**src/i2cms_pkg.sv**
```systemverilog
// shared types, phase codes and command codes of the i2c master bit sequencer
package i2cms_pkg;

    localparam int unsigned PHASE_W = 5;
    localparam int unsigned DELAY_W = 11;

    // command codes
    localparam logic [2:0] CMD_NONE      = 3'd0;
    localparam logic [2:0] CMD_START     = 3'd1;
    localparam logic [2:0] CMD_STOP      = 3'd2;
    localparam logic [2:0] CMD_WRITE     = 3'd3;
    localparam logic [2:0] CMD_READ_ACK  = 3'd4;
    localparam logic [2:0] CMD_READ_NACK = 3'd5;

    // configuration register indexes
    localparam logic CFG_TICKS_PER_UNIT = 1'b0;
    localparam logic CFG_ACK_POLL_LIMIT = 1'b1;

    localparam logic [7:0] TICKS_PER_UNIT_RESET = 8'd50;
    localparam logic [7:0] ACK_POLL_LIMIT_RESET = 8'd250;

    // phase codes
    localparam logic [PHASE_W-1:0] PH_IDLE      = 5'd0;
    localparam logic [PHASE_W-1:0] PH_ST1       = 5'd1;
    localparam logic [PHASE_W-1:0] PH_ST2       = 5'd2;
    localparam logic [PHASE_W-1:0] PH_SP1       = 5'd3;
    localparam logic [PHASE_W-1:0] PH_SP2       = 5'd4;
    localparam logic [PHASE_W-1:0] PH_SP3       = 5'd5;
    localparam logic [PHASE_W-1:0] PH_WR_DATA   = 5'd6;
    localparam logic [PHASE_W-1:0] PH_WR_HIGH   = 5'd7;
    localparam logic [PHASE_W-1:0] PH_WR_LOW    = 5'd8;
    localparam logic [PHASE_W-1:0] PH_ACK_HIGH  = 5'd9;
    localparam logic [PHASE_W-1:0] PH_ACK_POLL  = 5'd10;
    localparam logic [PHASE_W-1:0] PH_RD_HIGH   = 5'd11;
    localparam logic [PHASE_W-1:0] PH_RD_SAMPLE = 5'd12;
    localparam logic [PHASE_W-1:0] PH_RD_LOW    = 5'd13;
    localparam logic [PHASE_W-1:0] PH_AK_DATA   = 5'd14;
    localparam logic [PHASE_W-1:0] PH_AK_HIGH   = 5'd15;
    localparam logic [PHASE_W-1:0] PH_AK_LOW    = 5'd16;
    localparam logic [PHASE_W-1:0] NACK_OFFSET  = 5'd8;

    // bus timing in delay units
    localparam logic [2:0] UNITS_SHORT = 3'd2;
    localparam logic [2:0] UNITS_MID   = 3'd3;
    localparam logic [2:0] UNITS_LONG  = 3'd5;

    typedef struct packed {
        logic [2:0] command;
        logic [7:0] tx_byte;
        logic       sda_in;
    } in_word_t;

    typedef struct packed {
        logic       scl_out;
        logic       sda_out;
        logic       busy_res;
        logic       done_res;
        logic [7:0] rx_byte;
        logic       ack_error;
    } out_word_t;

    typedef struct packed {
        logic [PHASE_W-1:0] phase;
        logic [3:0]         bit_count;
        logic [7:0]         shift;
        logic [DELAY_W-1:0] delay_count;
        logic [7:0]         poll_count;
        logic               scl_level;
        logic               sda_level;
        logic               error_flag;
    } seq_state_t;

    typedef struct packed {
        logic [7:0] ticks_per_unit;
        logic [7:0] ack_poll_limit;
    } seq_cfg_t;

    localparam seq_state_t SEQ_STATE_RESET = '{
        phase:       PH_IDLE,
        bit_count:   4'd0,
        shift:       8'd0,
        delay_count: '0,
        poll_count:  8'd0,
        scl_level:   1'b1,
        sda_level:   1'b1,
        error_flag:  1'b0
    };

    // delay load value: units times ticks per unit
    function automatic logic [DELAY_W-1:0] unit_delay(input logic [2:0] units,
                                                      input logic [7:0] ticks);
        logic [DELAY_W-1:0] product;
        product = DELAY_W'(units) * DELAY_W'(ticks);
        return product;
    endfunction

endpackage

```
**src/i2c_master_bit_sequencer.sv**
```systemverilog
// i2c master bit sequencer: one input word per bus tick, one result word per input word
//
// input channel (in_valid, in_stall, in_data): each word is one tick of the bus timing;
//   it carries the command, the byte to write and the sampled sda level
// output channel (out_valid, out_stall, out_data): exactly one word per input word, in
//   order, giving scl/sda levels after that tick, busy, done, received byte and error
// config port (cfg_we, cfg_index, cfg_data): index 0 ticks per delay unit, index 1
//   acknowledge poll limit; write only while no word is in flight
// latency: one cycle; a word accepted at one edge has its result in the output register
//   at the next edge (input register, then step logic into the result register)
// throughput: one word per cycle; the sequencer state updates once per word in a
//   single pass of the step logic between the two registers
// stall: when out_stall holds a full result register, the input register holds and
//   in_stall rises in the same cycle; the state does not advance while stalled
// reset: both registers empty, bus lines released high, phase idle, config registers
//   back to 50 ticks per unit and a poll limit of 250
module i2c_master_bit_sequencer
    import i2cms_pkg::*;
(
    input  logic       clk,
    input  logic       rst_n,
    input  logic       in_valid,
    output logic       in_stall,
    input  in_word_t   in_data,
    output logic       out_valid,
    input  logic       out_stall,
    output out_word_t  out_data,
    input  logic       cfg_we,
    input  logic       cfg_index,
    input  logic [7:0] cfg_data
);

    seq_cfg_t   cfg;
    seq_state_t state_reg;
    seq_state_t state_next;
    out_word_t  res_next;
    out_word_t  res_reg;
    logic       res_valid_reg;
    in_word_t   in_word_reg;
    logic       in_valid_reg;
    logic       advance;
    logic       in_take;

    i2cms_cfg u_cfg (
        .clk       (clk),
        .rst_n     (rst_n),
        .cfg_we    (cfg_we),
        .cfg_index (cfg_index),
        .cfg_data  (cfg_data),
        .cfg       (cfg)
    );

    i2cms_step u_step (
        .cur     (state_reg),
        .in_word (in_word_reg),
        .cfg     (cfg),
        .nxt     (state_next),
        .res     (res_next)
    );

    // result register can take a new word
    assign advance  = !res_valid_reg || !out_stall;
    assign in_stall = in_valid_reg && !advance;
    assign in_take  = in_valid && !in_stall;

    always_ff @(posedge clk or negedge rst_n)
    begin
        if (!rst_n)
        begin
            in_valid_reg  <= 1'b0;
            res_valid_reg <= 1'b0;
            state_reg     <= SEQ_STATE_RESET;
        end
        else
        begin
            if (!in_stall)
            begin
                in_valid_reg <= in_valid;
            end
            if (advance)
            begin
                res_valid_reg <= in_valid_reg;
                if (in_valid_reg)
                begin
                    state_reg <= state_next;
                end
            end
        end
    end

    always_ff @(posedge clk)
    begin
        if (in_take)
        begin
            in_word_reg <= in_data;
        end
        if (advance && in_valid_reg)
        begin
            res_reg <= res_next;
        end
    end

    assign out_valid = res_valid_reg;
    assign out_data  = res_reg;

endmodule

```
**src/i2cms_cfg.sv**
```systemverilog
// configuration registers of the i2c master bit sequencer
module i2cms_cfg
    import i2cms_pkg::*;
(
    input  logic       clk,
    input  logic       rst_n,
    input  logic       cfg_we,
    input  logic       cfg_index,
    input  logic [7:0] cfg_data,
    output seq_cfg_t   cfg
);

    seq_cfg_t cfg_reg;

    always_ff @(posedge clk or negedge rst_n)
    begin
        if (!rst_n)
        begin
            cfg_reg.ticks_per_unit <= TICKS_PER_UNIT_RESET;
            cfg_reg.ack_poll_limit <= ACK_POLL_LIMIT_RESET;
        end
        else if (cfg_we)
        begin
            unique case (cfg_index)
                CFG_TICKS_PER_UNIT: cfg_reg.ticks_per_unit <= cfg_data;
                CFG_ACK_POLL_LIMIT: cfg_reg.ack_poll_limit <= cfg_data;
                default:            cfg_reg <= cfg_reg;
            endcase
        end
    end

    assign cfg = cfg_reg;

endmodule

```
**src/i2cms_step.sv**
```systemverilog
// one tick of the bus sequencer: next state and result word from state and input word
module i2cms_step
    import i2cms_pkg::*;
(
    input  seq_state_t cur,
    input  in_word_t   in_word,
    input  seq_cfg_t   cfg,
    output seq_state_t nxt,
    output out_word_t  res
);

    logic               nack;
    logic [PHASE_W-1:0] off;
    logic [PHASE_W-1:0] p;
    logic               done;
    logic [7:0]         rx;
    logic [3:0]         bits_inc;

    assign nack     = (cur.phase >= (PH_RD_HIGH + NACK_OFFSET));
    assign off      = nack ? NACK_OFFSET : '0;
    assign p        = cur.phase - off;
    assign bits_inc = cur.bit_count + 4'd1;

    always_comb
    begin
        nxt  = cur;
        done = 1'b0;
        rx   = 8'd0;
        if (cur.delay_count != '0)
        begin
            nxt.delay_count = cur.delay_count - DELAY_W'(1);
        end
        else if (cur.phase == PH_IDLE)
        begin
            if (in_word.command >= CMD_START && in_word.command <= CMD_READ_NACK)
            begin
                nxt.error_flag = 1'b0;
            end
            priority if (in_word.command == CMD_START)
            begin
                nxt.sda_level   = 1'b1;
                nxt.scl_level   = 1'b1;
                nxt.delay_count = unit_delay(UNITS_LONG, cfg.ticks_per_unit);
                nxt.phase       = PH_ST1;
            end
            else if (in_word.command == CMD_STOP)
            begin
                nxt.scl_level   = 1'b0;
                nxt.sda_level   = 1'b0;
                nxt.delay_count = unit_delay(UNITS_LONG, cfg.ticks_per_unit);
                nxt.phase       = PH_SP1;
            end
            else if (in_word.command == CMD_WRITE)
            begin
                nxt.shift       = in_word.tx_byte;
                nxt.bit_count   = 4'd0;
                nxt.delay_count = unit_delay(UNITS_SHORT, cfg.ticks_per_unit);
                nxt.phase       = PH_WR_DATA;
            end
            else if (in_word.command == CMD_READ_ACK || in_word.command == CMD_READ_NACK)
            begin
                nxt.sda_level   = 1'b1;
                nxt.shift       = 8'd0;
                nxt.bit_count   = 4'd0;
                nxt.delay_count = unit_delay(UNITS_LONG, cfg.ticks_per_unit);
                nxt.phase       = (in_word.command == CMD_READ_NACK) ?
                                  (PH_RD_HIGH + NACK_OFFSET) : PH_RD_HIGH;
            end
            else
            begin
                nxt = cur;
            end
        end
        else
        begin
            unique case (p)
                PH_ST1:
                begin
                    nxt.sda_level   = 1'b0;
                    nxt.delay_count = unit_delay(UNITS_LONG, cfg.ticks_per_unit);
                    nxt.phase       = PH_ST2;
                end
                PH_ST2:
                begin
                    nxt.scl_level = 1'b0;
                    nxt.phase     = PH_IDLE;
                    done          = 1'b1;
                end
                PH_SP1:
                begin
                    nxt.scl_level   = 1'b1;
                    nxt.delay_count = unit_delay(UNITS_LONG, cfg.ticks_per_unit);
                    nxt.phase       = PH_SP2;
                end
                PH_SP2:
                begin
                    nxt.sda_level   = 1'b1;
                    nxt.delay_count = unit_delay(UNITS_LONG, cfg.ticks_per_unit);
                    nxt.phase       = PH_SP3;
                end
                PH_SP3:
                begin
                    nxt.phase = PH_IDLE;
                    done      = 1'b1;
                end
                PH_WR_DATA:
                begin
                    nxt.sda_level   = cur.shift[7];
                    nxt.shift       = {cur.shift[6:0], 1'b0};
                    nxt.delay_count = unit_delay(UNITS_MID, cfg.ticks_per_unit);
                    nxt.phase       = PH_WR_HIGH;
                end
                PH_WR_HIGH:
                begin
                    nxt.scl_level   = 1'b1;
                    nxt.delay_count = unit_delay(UNITS_LONG, cfg.ticks_per_unit);
                    nxt.phase       = PH_WR_LOW;
                end
                PH_WR_LOW:
                begin
                    nxt.scl_level = 1'b0;
                    nxt.bit_count = bits_inc;
                    if (bits_inc < 4'd8)
                    begin
                        nxt.delay_count = unit_delay(UNITS_SHORT, cfg.ticks_per_unit);
                        nxt.phase       = PH_WR_DATA;
                    end
                    else
                    begin
                        // release sda for the slave acknowledge
                        nxt.sda_level   = 1'b1;
                        nxt.delay_count = unit_delay(UNITS_LONG, cfg.ticks_per_unit);
                        nxt.phase       = PH_ACK_HIGH;
                    end
                end
                PH_ACK_HIGH:
                begin
                    nxt.scl_level   = 1'b1;
                    nxt.poll_count  = 8'd0;
                    nxt.delay_count = unit_delay(UNITS_SHORT, cfg.ticks_per_unit);
                    nxt.phase       = PH_ACK_POLL;
                end
                PH_ACK_POLL:
                begin
                    priority if (!in_word.sda_in)
                    begin
                        nxt.scl_level = 1'b0;
                        nxt.phase     = PH_IDLE;
                        done          = 1'b1;
                    end
                    else if (cur.poll_count >= cfg.ack_poll_limit)
                    begin
                        // timeout: flag and run a stop
                        nxt.error_flag  = 1'b1;
                        nxt.scl_level   = 1'b0;
                        nxt.sda_level   = 1'b0;
                        nxt.delay_count = unit_delay(UNITS_LONG, cfg.ticks_per_unit);
                        nxt.phase       = PH_SP1;
                    end
                    else
                    begin
                        nxt.poll_count = cur.poll_count + 8'd1;
                    end
                end
                PH_RD_HIGH:
                begin
                    nxt.scl_level   = 1'b1;
                    nxt.delay_count = unit_delay(UNITS_MID, cfg.ticks_per_unit);
                    nxt.phase       = PH_RD_SAMPLE + off;
                end
                PH_RD_SAMPLE:
                begin
                    nxt.shift       = {cur.shift[6:0], in_word.sda_in};
                    nxt.delay_count = unit_delay(UNITS_SHORT, cfg.ticks_per_unit);
                    nxt.phase       = PH_RD_LOW + off;
                end
                PH_RD_LOW:
                begin
                    nxt.scl_level = 1'b0;
                    nxt.bit_count = bits_inc;
                    if (bits_inc < 4'd8)
                    begin
                        nxt.delay_count = unit_delay(UNITS_LONG, cfg.ticks_per_unit);
                        nxt.phase       = PH_RD_HIGH + off;
                    end
                    else
                    begin
                        nxt.delay_count = unit_delay(UNITS_SHORT, cfg.ticks_per_unit);
                        nxt.phase       = PH_AK_DATA + off;
                    end
                end
                PH_AK_DATA:
                begin
                    nxt.sda_level   = nack;
                    nxt.delay_count = unit_delay(UNITS_MID, cfg.ticks_per_unit);
                    nxt.phase       = PH_AK_HIGH + off;
                end
                PH_AK_HIGH:
                begin
                    nxt.scl_level   = 1'b1;
                    nxt.delay_count = unit_delay(UNITS_LONG, cfg.ticks_per_unit);
                    nxt.phase       = PH_AK_LOW + off;
                end
                PH_AK_LOW:
                begin
                    nxt.scl_level = 1'b0;
                    nxt.phase     = PH_IDLE;
                    done          = 1'b1;
                    rx            = cur.shift;
                end
                default:
                begin
                    nxt.phase = PH_IDLE;
                end
            endcase
        end
    end

    always_comb
    begin
        res.scl_out   = nxt.scl_level;
        res.sda_out   = nxt.sda_level;
        res.busy_res  = (nxt.phase != PH_IDLE);
        res.done_res  = done;
        res.rx_byte   = rx;
        res.ack_error = nxt.error_flag;
    end

endmodule

```
**config.mk**
```make
export PLATFORM = sky130hd
export DESIGN_NAME = i2c_master_bit_sequencer
export DESIGN_NICKNAME = d
export VERILOG_FILES = /design/src/i2cms_pkg.sv /design/src/i2c_master_bit_sequencer.sv /design/src/i2cms_cfg.sv /design/src/i2cms_step.sv
export SDC_FILE = /design/constraint.sdc
export NUM_CORES = 1
export LEC_CHECK = 0
export BUFFER_PORTS_ARGS = -buffer_cell sky130_fd_sc_hd__buf_2
export CORE_UTILIZATION = 55
export CTS_CLUSTER_DIAMETER = 100
export DETAILED_ROUTE_END_ITERATION = 6
export PLACE_DENSITY = 0.76
export SYNTH_ARGS = -nofsm -noshare
export SYNTH_HDL_FRONTEND = slang
export SYNTH_SLANG_ARGS = --single-unit
```
**constraint.sdc**
```tcl
create_clock -name clk -period 3.1 [get_ports clk]
set_clock_uncertainty 0.05 [all_clocks]
set_input_delay 0.155 -clock clk [delete_from_list [all_inputs] [get_ports clk]]
set_output_delay 0.155 -clock clk [all_outputs]
set_load 0.005 [all_outputs]
```
==> impl_metrics.json, run 1 <==
{
  "power.internal_w": 0.00202,
  "cts_buffers": 9,
  "ant_nets": 0,
  "seq_area_um2": 2190,
  "synth_seq_cells": 82,
  "post_drt_via_cell_ratio": 6.33,
  "required_ps": 3170,
  "synth_compound_area_share_pct": 23.1,
  "avgRoutedWirePerCell_um": 18.8,
  "grt_pass1_vias": 4946,
  "maxCapViolations": 0,
  "synthAdderAreaFrac_pct": 7.98,
  "clock_latency_ps": 370,
  "post-route-period-util_pct": 96.4,
  "power.leakage_nw": 2.70,
  "power.density_nw_per_um2": 499,
  "max_freq_mhz": 335,
  "setup_tns_ps": 0,
  "place_hpwl_mm": 11.3,
  "setup_viol_count_final": 0,
  "crit_type": "flip-flop to flip-flop",
  "layout.cells.non_filler": 839,
  "grt_max_degree": 31,
  "num_antenna_cells": 0,
  "route.detailed.drc": 0,
  "synthXorXnorAreaFrac_pct": 2.38,
  "crit_path_end_kind": "flip-flop",
  "ioPinCount": 41,
  "die_w_um": 102,
  "power_frac_seq_pct": 41.4,
  "path_max_fanout": 6,
  "grt_pass1_wl_mm": 25.2,
  "yosys.area_share.simple_pct": 19.7,
  "post_cts_buffers": 0,
  "globalplace.congestion": 1.01,
  "port_buffers": 40,
  "num_vias": 5311,
  "holdCritPathClass": "input pin to flip-flop",
  "place_inst": 801,
  "synthCells": 619,
  "layout_commonest_cell": "o21ai_0",
  "synth_edf_count": 25,
  "cts_sinks": 82,
  "fillers": 796,
  "start_util_pct": 56.7,
  "seq_area_frac_synth_pct": 39.7,
  "htreeDepth": 3,
  "reg2reg_slack_ps": 110,
  "grt_overflow": 0,
  "synthToLayoutAreaGrowth_pct": 18.4,
  "first_pass_iters": 6,
  "critical_path.startpoint_type": "flip-flop",
  "synth_top_family_by_area": "compound AO/OA/AOI/OAI gates",
  "ir_drop_mv": 0.355,
  "multiInputGateArea_um2": 3180,
  "swShare_pct": 38.0,
  "rows": 36,
  "root_buffer": "clkbuf_8",
  "layout.nets": 761,
  "largest_reg_flops": 39,
  "drtIter0Drc": 556,
  "yosys_warnings": 0,
  "drive_above_1_share_pct": 20.1,
  "status": "finished clean",
  "p_comb_share_pct": 34.7,
  "placed_cell_area_um2": 6080,
  "arrival_ps": 3060,
  "core-area_um2": 9730,
  "antenna_found_initial": 0,
  "period_minus_slack_ps": 2990,
  "grt_use_total_pct": 31.9,
  "clk_pin_slew_ps": 100,
  "slew_viol_final": 0,
  "die-height_um": 102,
  "routed_wirelength_mm": 15.8,
  "p_sw_w": 0.00124,
  "synth_area_um2": 5520,
  "synth_flop_cell": "dfrtp_1",
  "pwr-share-clk_pct": 23.9,
  "final_cell_mix": "o21ai_0, nand2_1, nor2_1",
  "syn_avg_cell_area_um2": 8.92,
  "yosys-mux-area-fraction_pct": 3.45,
  "clock_path_buffers": 2,
  "final_core_util_pct": 67.2,
  "dieArea_um2": 10400,
  "synthArstFlopShare_pct": 69.5,
  "ys_types": 72,
  "finalInstanceArea_um2": 6540,
  "syn_nets": 679,
  "slew_headroom_pct": 37.9,
  "final-hold-violation-count": 0,
  "power.total_w": 0.00326,
  "cts_tree": "built",
  "worstMarginPinSlew_ps": 925
}
## what timing repair did
action / in CTS / in global routing
endpoints found under the setup margin: 0 / 9
resized for setup: 0 / 13
hold buffers: 22 / 0
hold endpoints to repair: 46 / 0
## critical path, cell delays in order (launching register included)
cell,delay [ps]
dfrtp_1,410
inv_2,70
ha_2,170
or4b_4,510
or4_4,520
a31o_1,240
a221o_1,360
or4_1,410
## stage by stage
| stage | setup slack [ps] | hold slack [ps] |
|---|---|---|
| detailed placement | 125 | 198 |
| floorplan | -10.1 | -191 |
| CTS | 118 | 1.47 |
| global placement | 178 | 186 |
| global route | -3.15 | 5.46 |
| finish | 111 | 9.78 |
## cell type report
type	count	share of cell area [%]
clock buffers	9	1.90
clock inverters	7	1.09
inverters	23	1.32
multi-input cells	485	48.6
flip-flops and latches	82	33.5
well taps	133	2.55
repair buffers	100	11.0
## kinds of logic (layout without fill, tap and decap cells)
logic type | Yosys count | in the layout
AOI/OAI and AO/OA | 204 | 204
xor gates and xnor gates | 15 | 15
adders and majority gates | 34 | 34
buffers and inverters | 52 | 139
DFF | 82 | 82
muxes | 17 | 17
and+or+nand+nor | 215 | 215
## final timing paths
check / from / to / cells after the start
setup / recovery: state_reg[12] / out_data[10] / 7
hold / removal: cfg_data[1] / u_cfg.cfg[9] / 2
setup reg to reg: state_reg[12] / out_data[10] / 7
hold reg to reg: state_reg[26] / state_reg[26] / 2
max in group asynchronous: rst_n / state_reg[2] / 3
min in group asynchronous: rst_n / state_reg[21] / 2
## cell usage after synthesis, types with 4 or more instances
cell / instances / area share (%)
o211ai_1: 8 / 1.1
dfstp_2: 11 / 5.2
inv_1: 22 / 1.5
xnor2_1: 10 / 1.6
o21a_1: 4 / 0.54
o31ai_1: 4 / 0.54
mux2_2: 16 / 3.3
o21ai_1: 10 / 0.91
a21oi_1: 43 / 3.9
xor2_1: 5 / 0.79
o21ai_0: 66 / 6.0
or4_1: 6 / 0.82
clkbuf_1: 23 / 1.6
o22ai_1: 5 / 0.57
ha_1: 32 / 7.3
nand2_1: 55 / 3.7
a22oi_1: 5 / 0.68
and2_1: 14 / 1.6
nand2b_1: 12 / 1.4
nor2_1: 48 / 3.3
buf_2: 5 / 0.45
and3_1: 14 / 1.6
dfrtp_1: 46 / 21
nor2b_1: 7 / 0.79
edfxtp_1: 25 / 14
a32oi_1: 4 / 0.63
nor3_1: 20 / 1.8
nand3_1: 14 / 1.3
a211oi_1: 8 / 1.1
a31oi_1: 10 / 1.1
a22o_1: 4 / 0.63
## power by group through the flow
stage                     registers (W)  clock network [W]  logic, W
after floorplan                 0.00134                  0  0.000720
after global placement          0.00135                  0   0.00102
after detailed placement        0.00136                  0   0.00106
after CTS                       0.00134           0.000782   0.00109
after global routing            0.00136           0.000827   0.00124
final                           0.00135           0.000779   0.00113
## metal layers
| metal | track usage [%] | up-vias | part of all wire [%] |
|---|---|---|---|
| met1 | 44.0 | 2531 | 42 |
| met3 | 5.95 | 46 | 7.9 |
| met2 | 50.5 | 273 | 47 |
| met5 | 0 | - | 0 |
| li1 | - | 2461 | - |
| met4 | 10.9 | 0 | 2.9 |
No activity file was read; power rests on OpenSTA's default activity.
==> run 2: changes to the inputs <==
- CTS_BUF_LIST: default -> sky130_fd_sc_hd__clkbuf_16
==> impl_metrics.json, run 2 (synthesis results as in run 1) <==
{
  "clk_pin_slew_ps": 70,
  "core-area_um2": 9730,
  "final_cell_mix": "o21ai_0, nand2_1, nor2_1",
  "layout_commonest_cell": "o21ai_0",
  "worstMarginPinSlew_ps": 953,
  "hold-path-cell-count": 2,
  "crit_chain": "inv_2 -> ha_4 -> or4b_4 -> or4_4 -> a31o_1 -> a221o_1 -> or4_4",
  "crit_slowest_cell": "or4_4",
  "rows": 36,
  "drive_above_1_share_pct": 20.7,
  "grt_pass1_wl_mm": 25.2,
  "max_freq_mhz": 327,
  "htreeDepth": 3,
  "period_minus_slack_ps": 3050,
  "die-height_um": 102,
  "cp_num_buf_inv": 1,
  "die_w_um": 102,
  "cts_sinks": 82,
  "cp_num_cells": 7,
  "arrival_ps": 3080,
  "crit_path_max_incr_delay_ps": 510,
  "port_buffers": 40,
  "cts_buffers": 9,
  "cp_common_cell": "or4_4",
  "route.detailed.drc": 2,
  "grt_overflow": 0,
  "whs_ps": 13.2,
  "slew_headroom_pct": 36.1,
  "globalplace.congestion": 1.01,
  "root_buffer": "clkbuf_16",
  "holdCritPathClass": "input pin to flip-flop",
  "clock_path_buffers": 2,
  "cp_top_family": "simple AND/OR/NAND/NOR gates",
  "clock_latency_ps": 340,
  "required_ps": 3130,
  "power.density_nw_per_um2": 538,
  "layout.nets": 756,
  "post-route-period-util_pct": 98.5,
  "num_antenna_cells": 0,
  "setup_viol_count_final": 0,
  "path_max_fanout": 4,
  "ioPinCount": 41,
  "routed_wirelength_mm": 15.9,
  "slew_viol_final": 0,
  "crit_path_end_kind": "flip-flop",
  "avgRoutedWirePerCell_um": 19.1,
  "violations": "DRC",
  "grt_use_total_pct": 31.9,
  "power.leakage_nw": 2.74,
  "final-hold-violation-count": 0,
  "status": "finished with violations",
  "first_pass_iters": 7,
  "num_vias": 5368,
  "ant_nets": 0,
  "antenna_found_initial": 0,
  "grt_pass1_vias": 4949,
  "critical_path.startpoint_type": "flip-flop",
  "post_drt_via_cell_ratio": 6.44,
  "dieArea_um2": 10400,
  "place_hpwl_mm": 11.3,
  "maxCapViolations": 0,
  "drtIter0Drc": 651,
  "setup_tns_ps": 0,
  "ir_drop_mv": 0.417,
  "synthToLayoutAreaGrowth_pct": 19.8,
  "cts_tree": "built",
  "largest_reg_flops": 39,
  "rsz0062_at_grt": "no",
  "start_util_pct": 56.7,
  "rr_worst_depth": 7,
  "crit_type": "flip-flop to flip-flop",
  "grt_max_degree": 31
}
==> run 2: per-stage QoR <==
stage | setup slack, ps | cell area (um^2) | total power (W) | utilization [%] | instances
floorplan | -10.1 | 5520 | 0.00207 | - | 619
global placement | 178 | 6080 | 0.00237 | 62.5 | 801
detailed placement | 125 | 6080 | 0.00242 | 62.5 | 801
CTS | 109 | 6530 | 0.00349 | 67.1 | 832
global route | 11.2 | 6610 | 0.00373 | 68.0 | 834
finish | 45.6 | 6610 | 0.00356 | 68.0 | 834
==> run 2: timing repair <==
item,CTS,global route
setup endpoints to repair,0,11
endpoints found under the hold margin,33,0
setup buffers,0,2
hold buffers,15,0
resized for setup,0,16
==> run 2: metal layers <==
metal | share of wire (%) | up-vias | track usage [%]
li1 | - | 2459 | -
met4 | 3.0 | 0 | 11.3
met5 | 0 | - | 0
met3 | 8.7 | 52 | 7.87
met2 | 47 | 286 | 50.7
met1 | 41 | 2571 | 42.6
==> run 2: area by class of cell <==
cell class | count | area (um^2)
multi-input cells | 485 | 3190
fillers | 786 | 3120
flip-flops and latches | 82 | 2190
repair buffers | 95 | 683
clock buffers | 9 | 225
well taps | 133 | 166
inverters | 23 | 86.3
clock inverters | 7 | 71.3
==> run 2: final timing paths <==
kind | startpoint | end | slack, ps
min reg2reg | u_cfg.cfg[0] | u_cfg.cfg[0] | 470
max in group asynchronous | rst_n | state_reg[2] | 1750
min | cfg_data[5] | u_cfg.cfg[5] | 10
max reg2reg | state_reg[12] | out_data[10] | 50
min in group asynchronous | rst_n | state_reg[21] | 360
max | state_reg[12] | out_data[10] | 50
==> run 2: power by group <==
part           internal, W  leakage [nW]  total (W)  switching (W)
clock             0.000567         0.139    0.00106       0.000491
sequential         0.00124         0.946    0.00135       0.000110
combinational     0.000475          1.65    0.00115       0.000679
total              0.00228          2.74    0.00356        0.00128
==> run 3: changes to the inputs <==
- PLACE_DENSITY: 0.76 -> 0.75
- SYNTH_HIERARCHICAL: default -> 1
==> impl_metrics.json, run 3 <==
{
  "status": "finished with violations",
  "violations": "hold timing",
  "whs_ps": -28.0,
  "grt_pass1_wl_mm": 26.8,
  "port_buffers": 40,
  "cts_tree": "built",
  "synth_flop_cell": "dfrtp_1",
  "core-area_um2": 11000,
  "slew_headroom_pct": 24.5,
  "setup_viol_count_final": 0,
  "synth_top_area_share_pct": 18.1,
  "maxCapViolations": 0,
  "yosys-mux-area-fraction_pct": 11.8,
  "crit_path_end_kind": "flip-flop",
  "ant_nets": 0,
  "synth_compound_area_share_pct": 20.7,
  "synth_top_family_by_area": "compound AO/OA/AOI/OAI gates",
  "ir_drop_mv": 0.385,
  "clock_latency_ps": 350,
  "power.density_nw_per_um2": 687,
  "drive_above_1_share_pct": 24.5,
  "crit_path_max_incr_delay_ps": 640,
  "layout.cells.non_filler": 887,
  "post_drt_via_cell_ratio": 6.45,
  "cts_buffers": 9,
  "max_freq_mhz": 334,
  "synth_common_cells": "nand2_1, o21ai_0, mux2_2",
  "final_cell_mix": "nand2_1, mux2_2, o21ai_0",
  "drtIter0Drc": 729,
  "yosysMostFrequentCell": "nand2_1",
  "p_sw_w": 0.00202,
  "start_util_pct": 57.5,
  "crit_type": "flip-flop to flip-flop",
  "cts_sinks": 82,
  "first_pass_iters": 5,
  "routed_wirelength_mm": 16.8,
  "htreeDepth": 3,
  "fillers": 889,
  "num_antenna_cells": 0,
  "synthXorXnorAreaFrac_pct": 2.21,
  "yosys.area_share.simple_pct": 18.7,
  "grt_overflow": 0,
  "crit_slowest_cell": "dfstp_2",
  "critical_path.startpoint_type": "flip-flop",
  "avgRoutedWirePerCell_um": 19.0,
  "route.detailed.drc": 0,
  "cp_top_family": "compound AO/OA/AOI/OAI gates",
  "layout_commonest_cell": "nand2_1",
  "period_minus_slack_ps": 2990,
  "power_frac_seq_pct": 31.0,
  "pwr-share-clk_pct": 22.3,
  "fin_ws_ps": 110,
  "multiInputGateArea_um2": 3920,
  "grt_max_degree": 53,
  "swShare_pct": 40.5,
  "num_vias": 5720,
  "ys_top_cells_by_area": "dfrtp_1, edfxtp_1, mux2_2",
  "synthAdderAreaFrac_pct": 6.94,
  "clk_pin_slew_ps": 70,
  "antenna_found_initial": 0,
  "power.internal_w": 0.00297,
  "globalplace.congestion": 0.946,
  "holdCritPathClass": "input pin to async pin",
  "syn_avg_cell_area_um2": 9.21,
  "seq_area_um2": 2190,
  "synth.largest_area_cell": "dfrtp_1",
  "rows": 38,
  "synthArstFlopShare_pct": 69.5,
  "required_ps": 3290,
  "post-route-period-util_pct": 96.5,
  "layout.nets": 802,
  "synthCells": 689,
  "grt_use_total_pct": 29.3,
  "ioPinCount": 41,
  "largest_reg_flops": 39,
  "synth_area_um2": 6340,
  "worstMarginPinSlew_ps": 1130,
  "setup_tns_ps": 0,
  "final-hold-violation-count": 37,
  "cp_num_buf_inv": 0,
  "place_hpwl_mm": 12.1,
  "slew_viol_final": 0,
  "pre_cts_ws_ps": 38.3,
  "arrival_ps": 3180,
  "clock_path_buffers": 2,
  "yosys_warnings": 6,
  "syn_nets": 749,
  "root_buffer": "clkbuf_16",
  "synth_seq_cells": 82,
  "cp_common_cell": "ha_1",
  "ys_types": 77,
  "path_max_fanout": 7,
  "seq_area_frac_synth_pct": 34.5,
  "die-height_um": 109,
  "power.leakage_nw": 3.10,
  "synthToLayoutAreaGrowth_pct": 14.3,
  "dieArea_um2": 12000,
  "place_inst": 855,
  "die_w_um": 109,
  "crit_chain": "ha_1 -> ha_1 -> and3_1 -> a22o_1 -> or3_1 -> a211oi_1 -> o41a_1 -> o211ai_1 -> mux2_2",
  "synth_edf_count": 25,
  "p_comb_share_pct": 46.7,
  "grt_pass1_vias": 5316,
  "rsz0062_at_grt": "no",
  "final_core_util_pct": 65.7
}
==> run 3: cell count changes after synthesis, sizes merged, moves of 4 or more <==
cell,before,now
nor3,20,16
mux2,16,61
or3,3,8
a21o,2,11
o21ai,76,55
a221oi,2,11
inv,22,28
nand2,56,73
nand4,1,6
nor2,50,36
buf,6,20
and3,14,10
==> run 3: final cells by class <==
cell class	count	area share, %
Clock inverter	7	1.14
Multi-Input combinational cell	539	54.0
Clock buffer	9	3.11
Inverter	28	1.45
Timing Repair Buffer	82	7.63
Tap cell	140	2.42
Sequential cell	82	30.2
==> run 3: cells by family (layout without fill, tap and decap cells) <==
logic type	after synthesis	in the layout
simple gates	226	226
compound gates	199	199
flops	82	82
buf+inv	68	126
mux	64	64
fa+ha+maj	34	34
xor+xnor	16	16
==> run 3: path summary, 6_finish.rpt <==
| path | start | to | slack (ps) | cells after the start |
|---|---|---|---|---|
| worst min register to register | in_valid_reg | out_valid | 430 | 1 |
| worst max-delay path | u_cfg/cfg[13] | state_reg[19] | 110 | 9 |
| max in group asynchronous | rst_n | u_cfg/cfg[9] | 2180 | 2 |
| worst min-delay path | rst_n | out_valid | -30 | 1 |
| worst max register to register | u_cfg/cfg[13] | state_reg[19] | 110 | 9 |
| min in group clk | cfg_data[5] | u_cfg/cfg[5] | 10 | 2 |
==> run 3: timing repair <==
action / in CTS / in global routing
hold buffers: 15 / 0
setup buffers: 0 / 1
pin swaps: 0 / 3
setup endpoints to repair: 1 / 18
hold endpoints to repair: 15 / 0
resized for setup: 1 / 10
==> run 3: power groups by stage <==
stage / sequential [W] / combinational [W] / clock, W
2_1_floorplan: 0.00151 / 0.00171 / 0
6_report: 0.00154 / 0.00233 / 0.00111
4_1_cts: 0.00154 / 0.00224 / 0.00113
3_5_place_dp: 0.00156 / 0.00221 / 0
3_3_place_gp: 0.00154 / 0.00215 / 0
5_1_grt: 0.00158 / 0.00255 / 0.00118
==> run 3: routing by layer <==
metal  wire length, um  track usage [%]
met3              1340             5.57
met2              7930             46.8
met5                 0                0
met4               220             8.95
met1              7320             40.4
==> run 3: per-stage QoR <==
stage	total power [W]	instance area, um^2	hold WS (ps)
after floorplan	0.00322	6400	-191
after global placement	0.00370	6730	282
after detailed placement	0.00377	6730	283
after CTS	0.00492	7200	1.61
after global routing	0.00530	7250	9.54
final	0.00498	7250	-28.0
==> run 3: worst reg2reg max path, stage by stage (launching register included) <==
cell and delay, ps:
dfstp_2 640, ha_1 270, ha_1 360, and3_1 170, a22o_1 250, or3_1 350
a211oi_1 250, o41a_1 180, o211ai_1 100, mux2_2 280
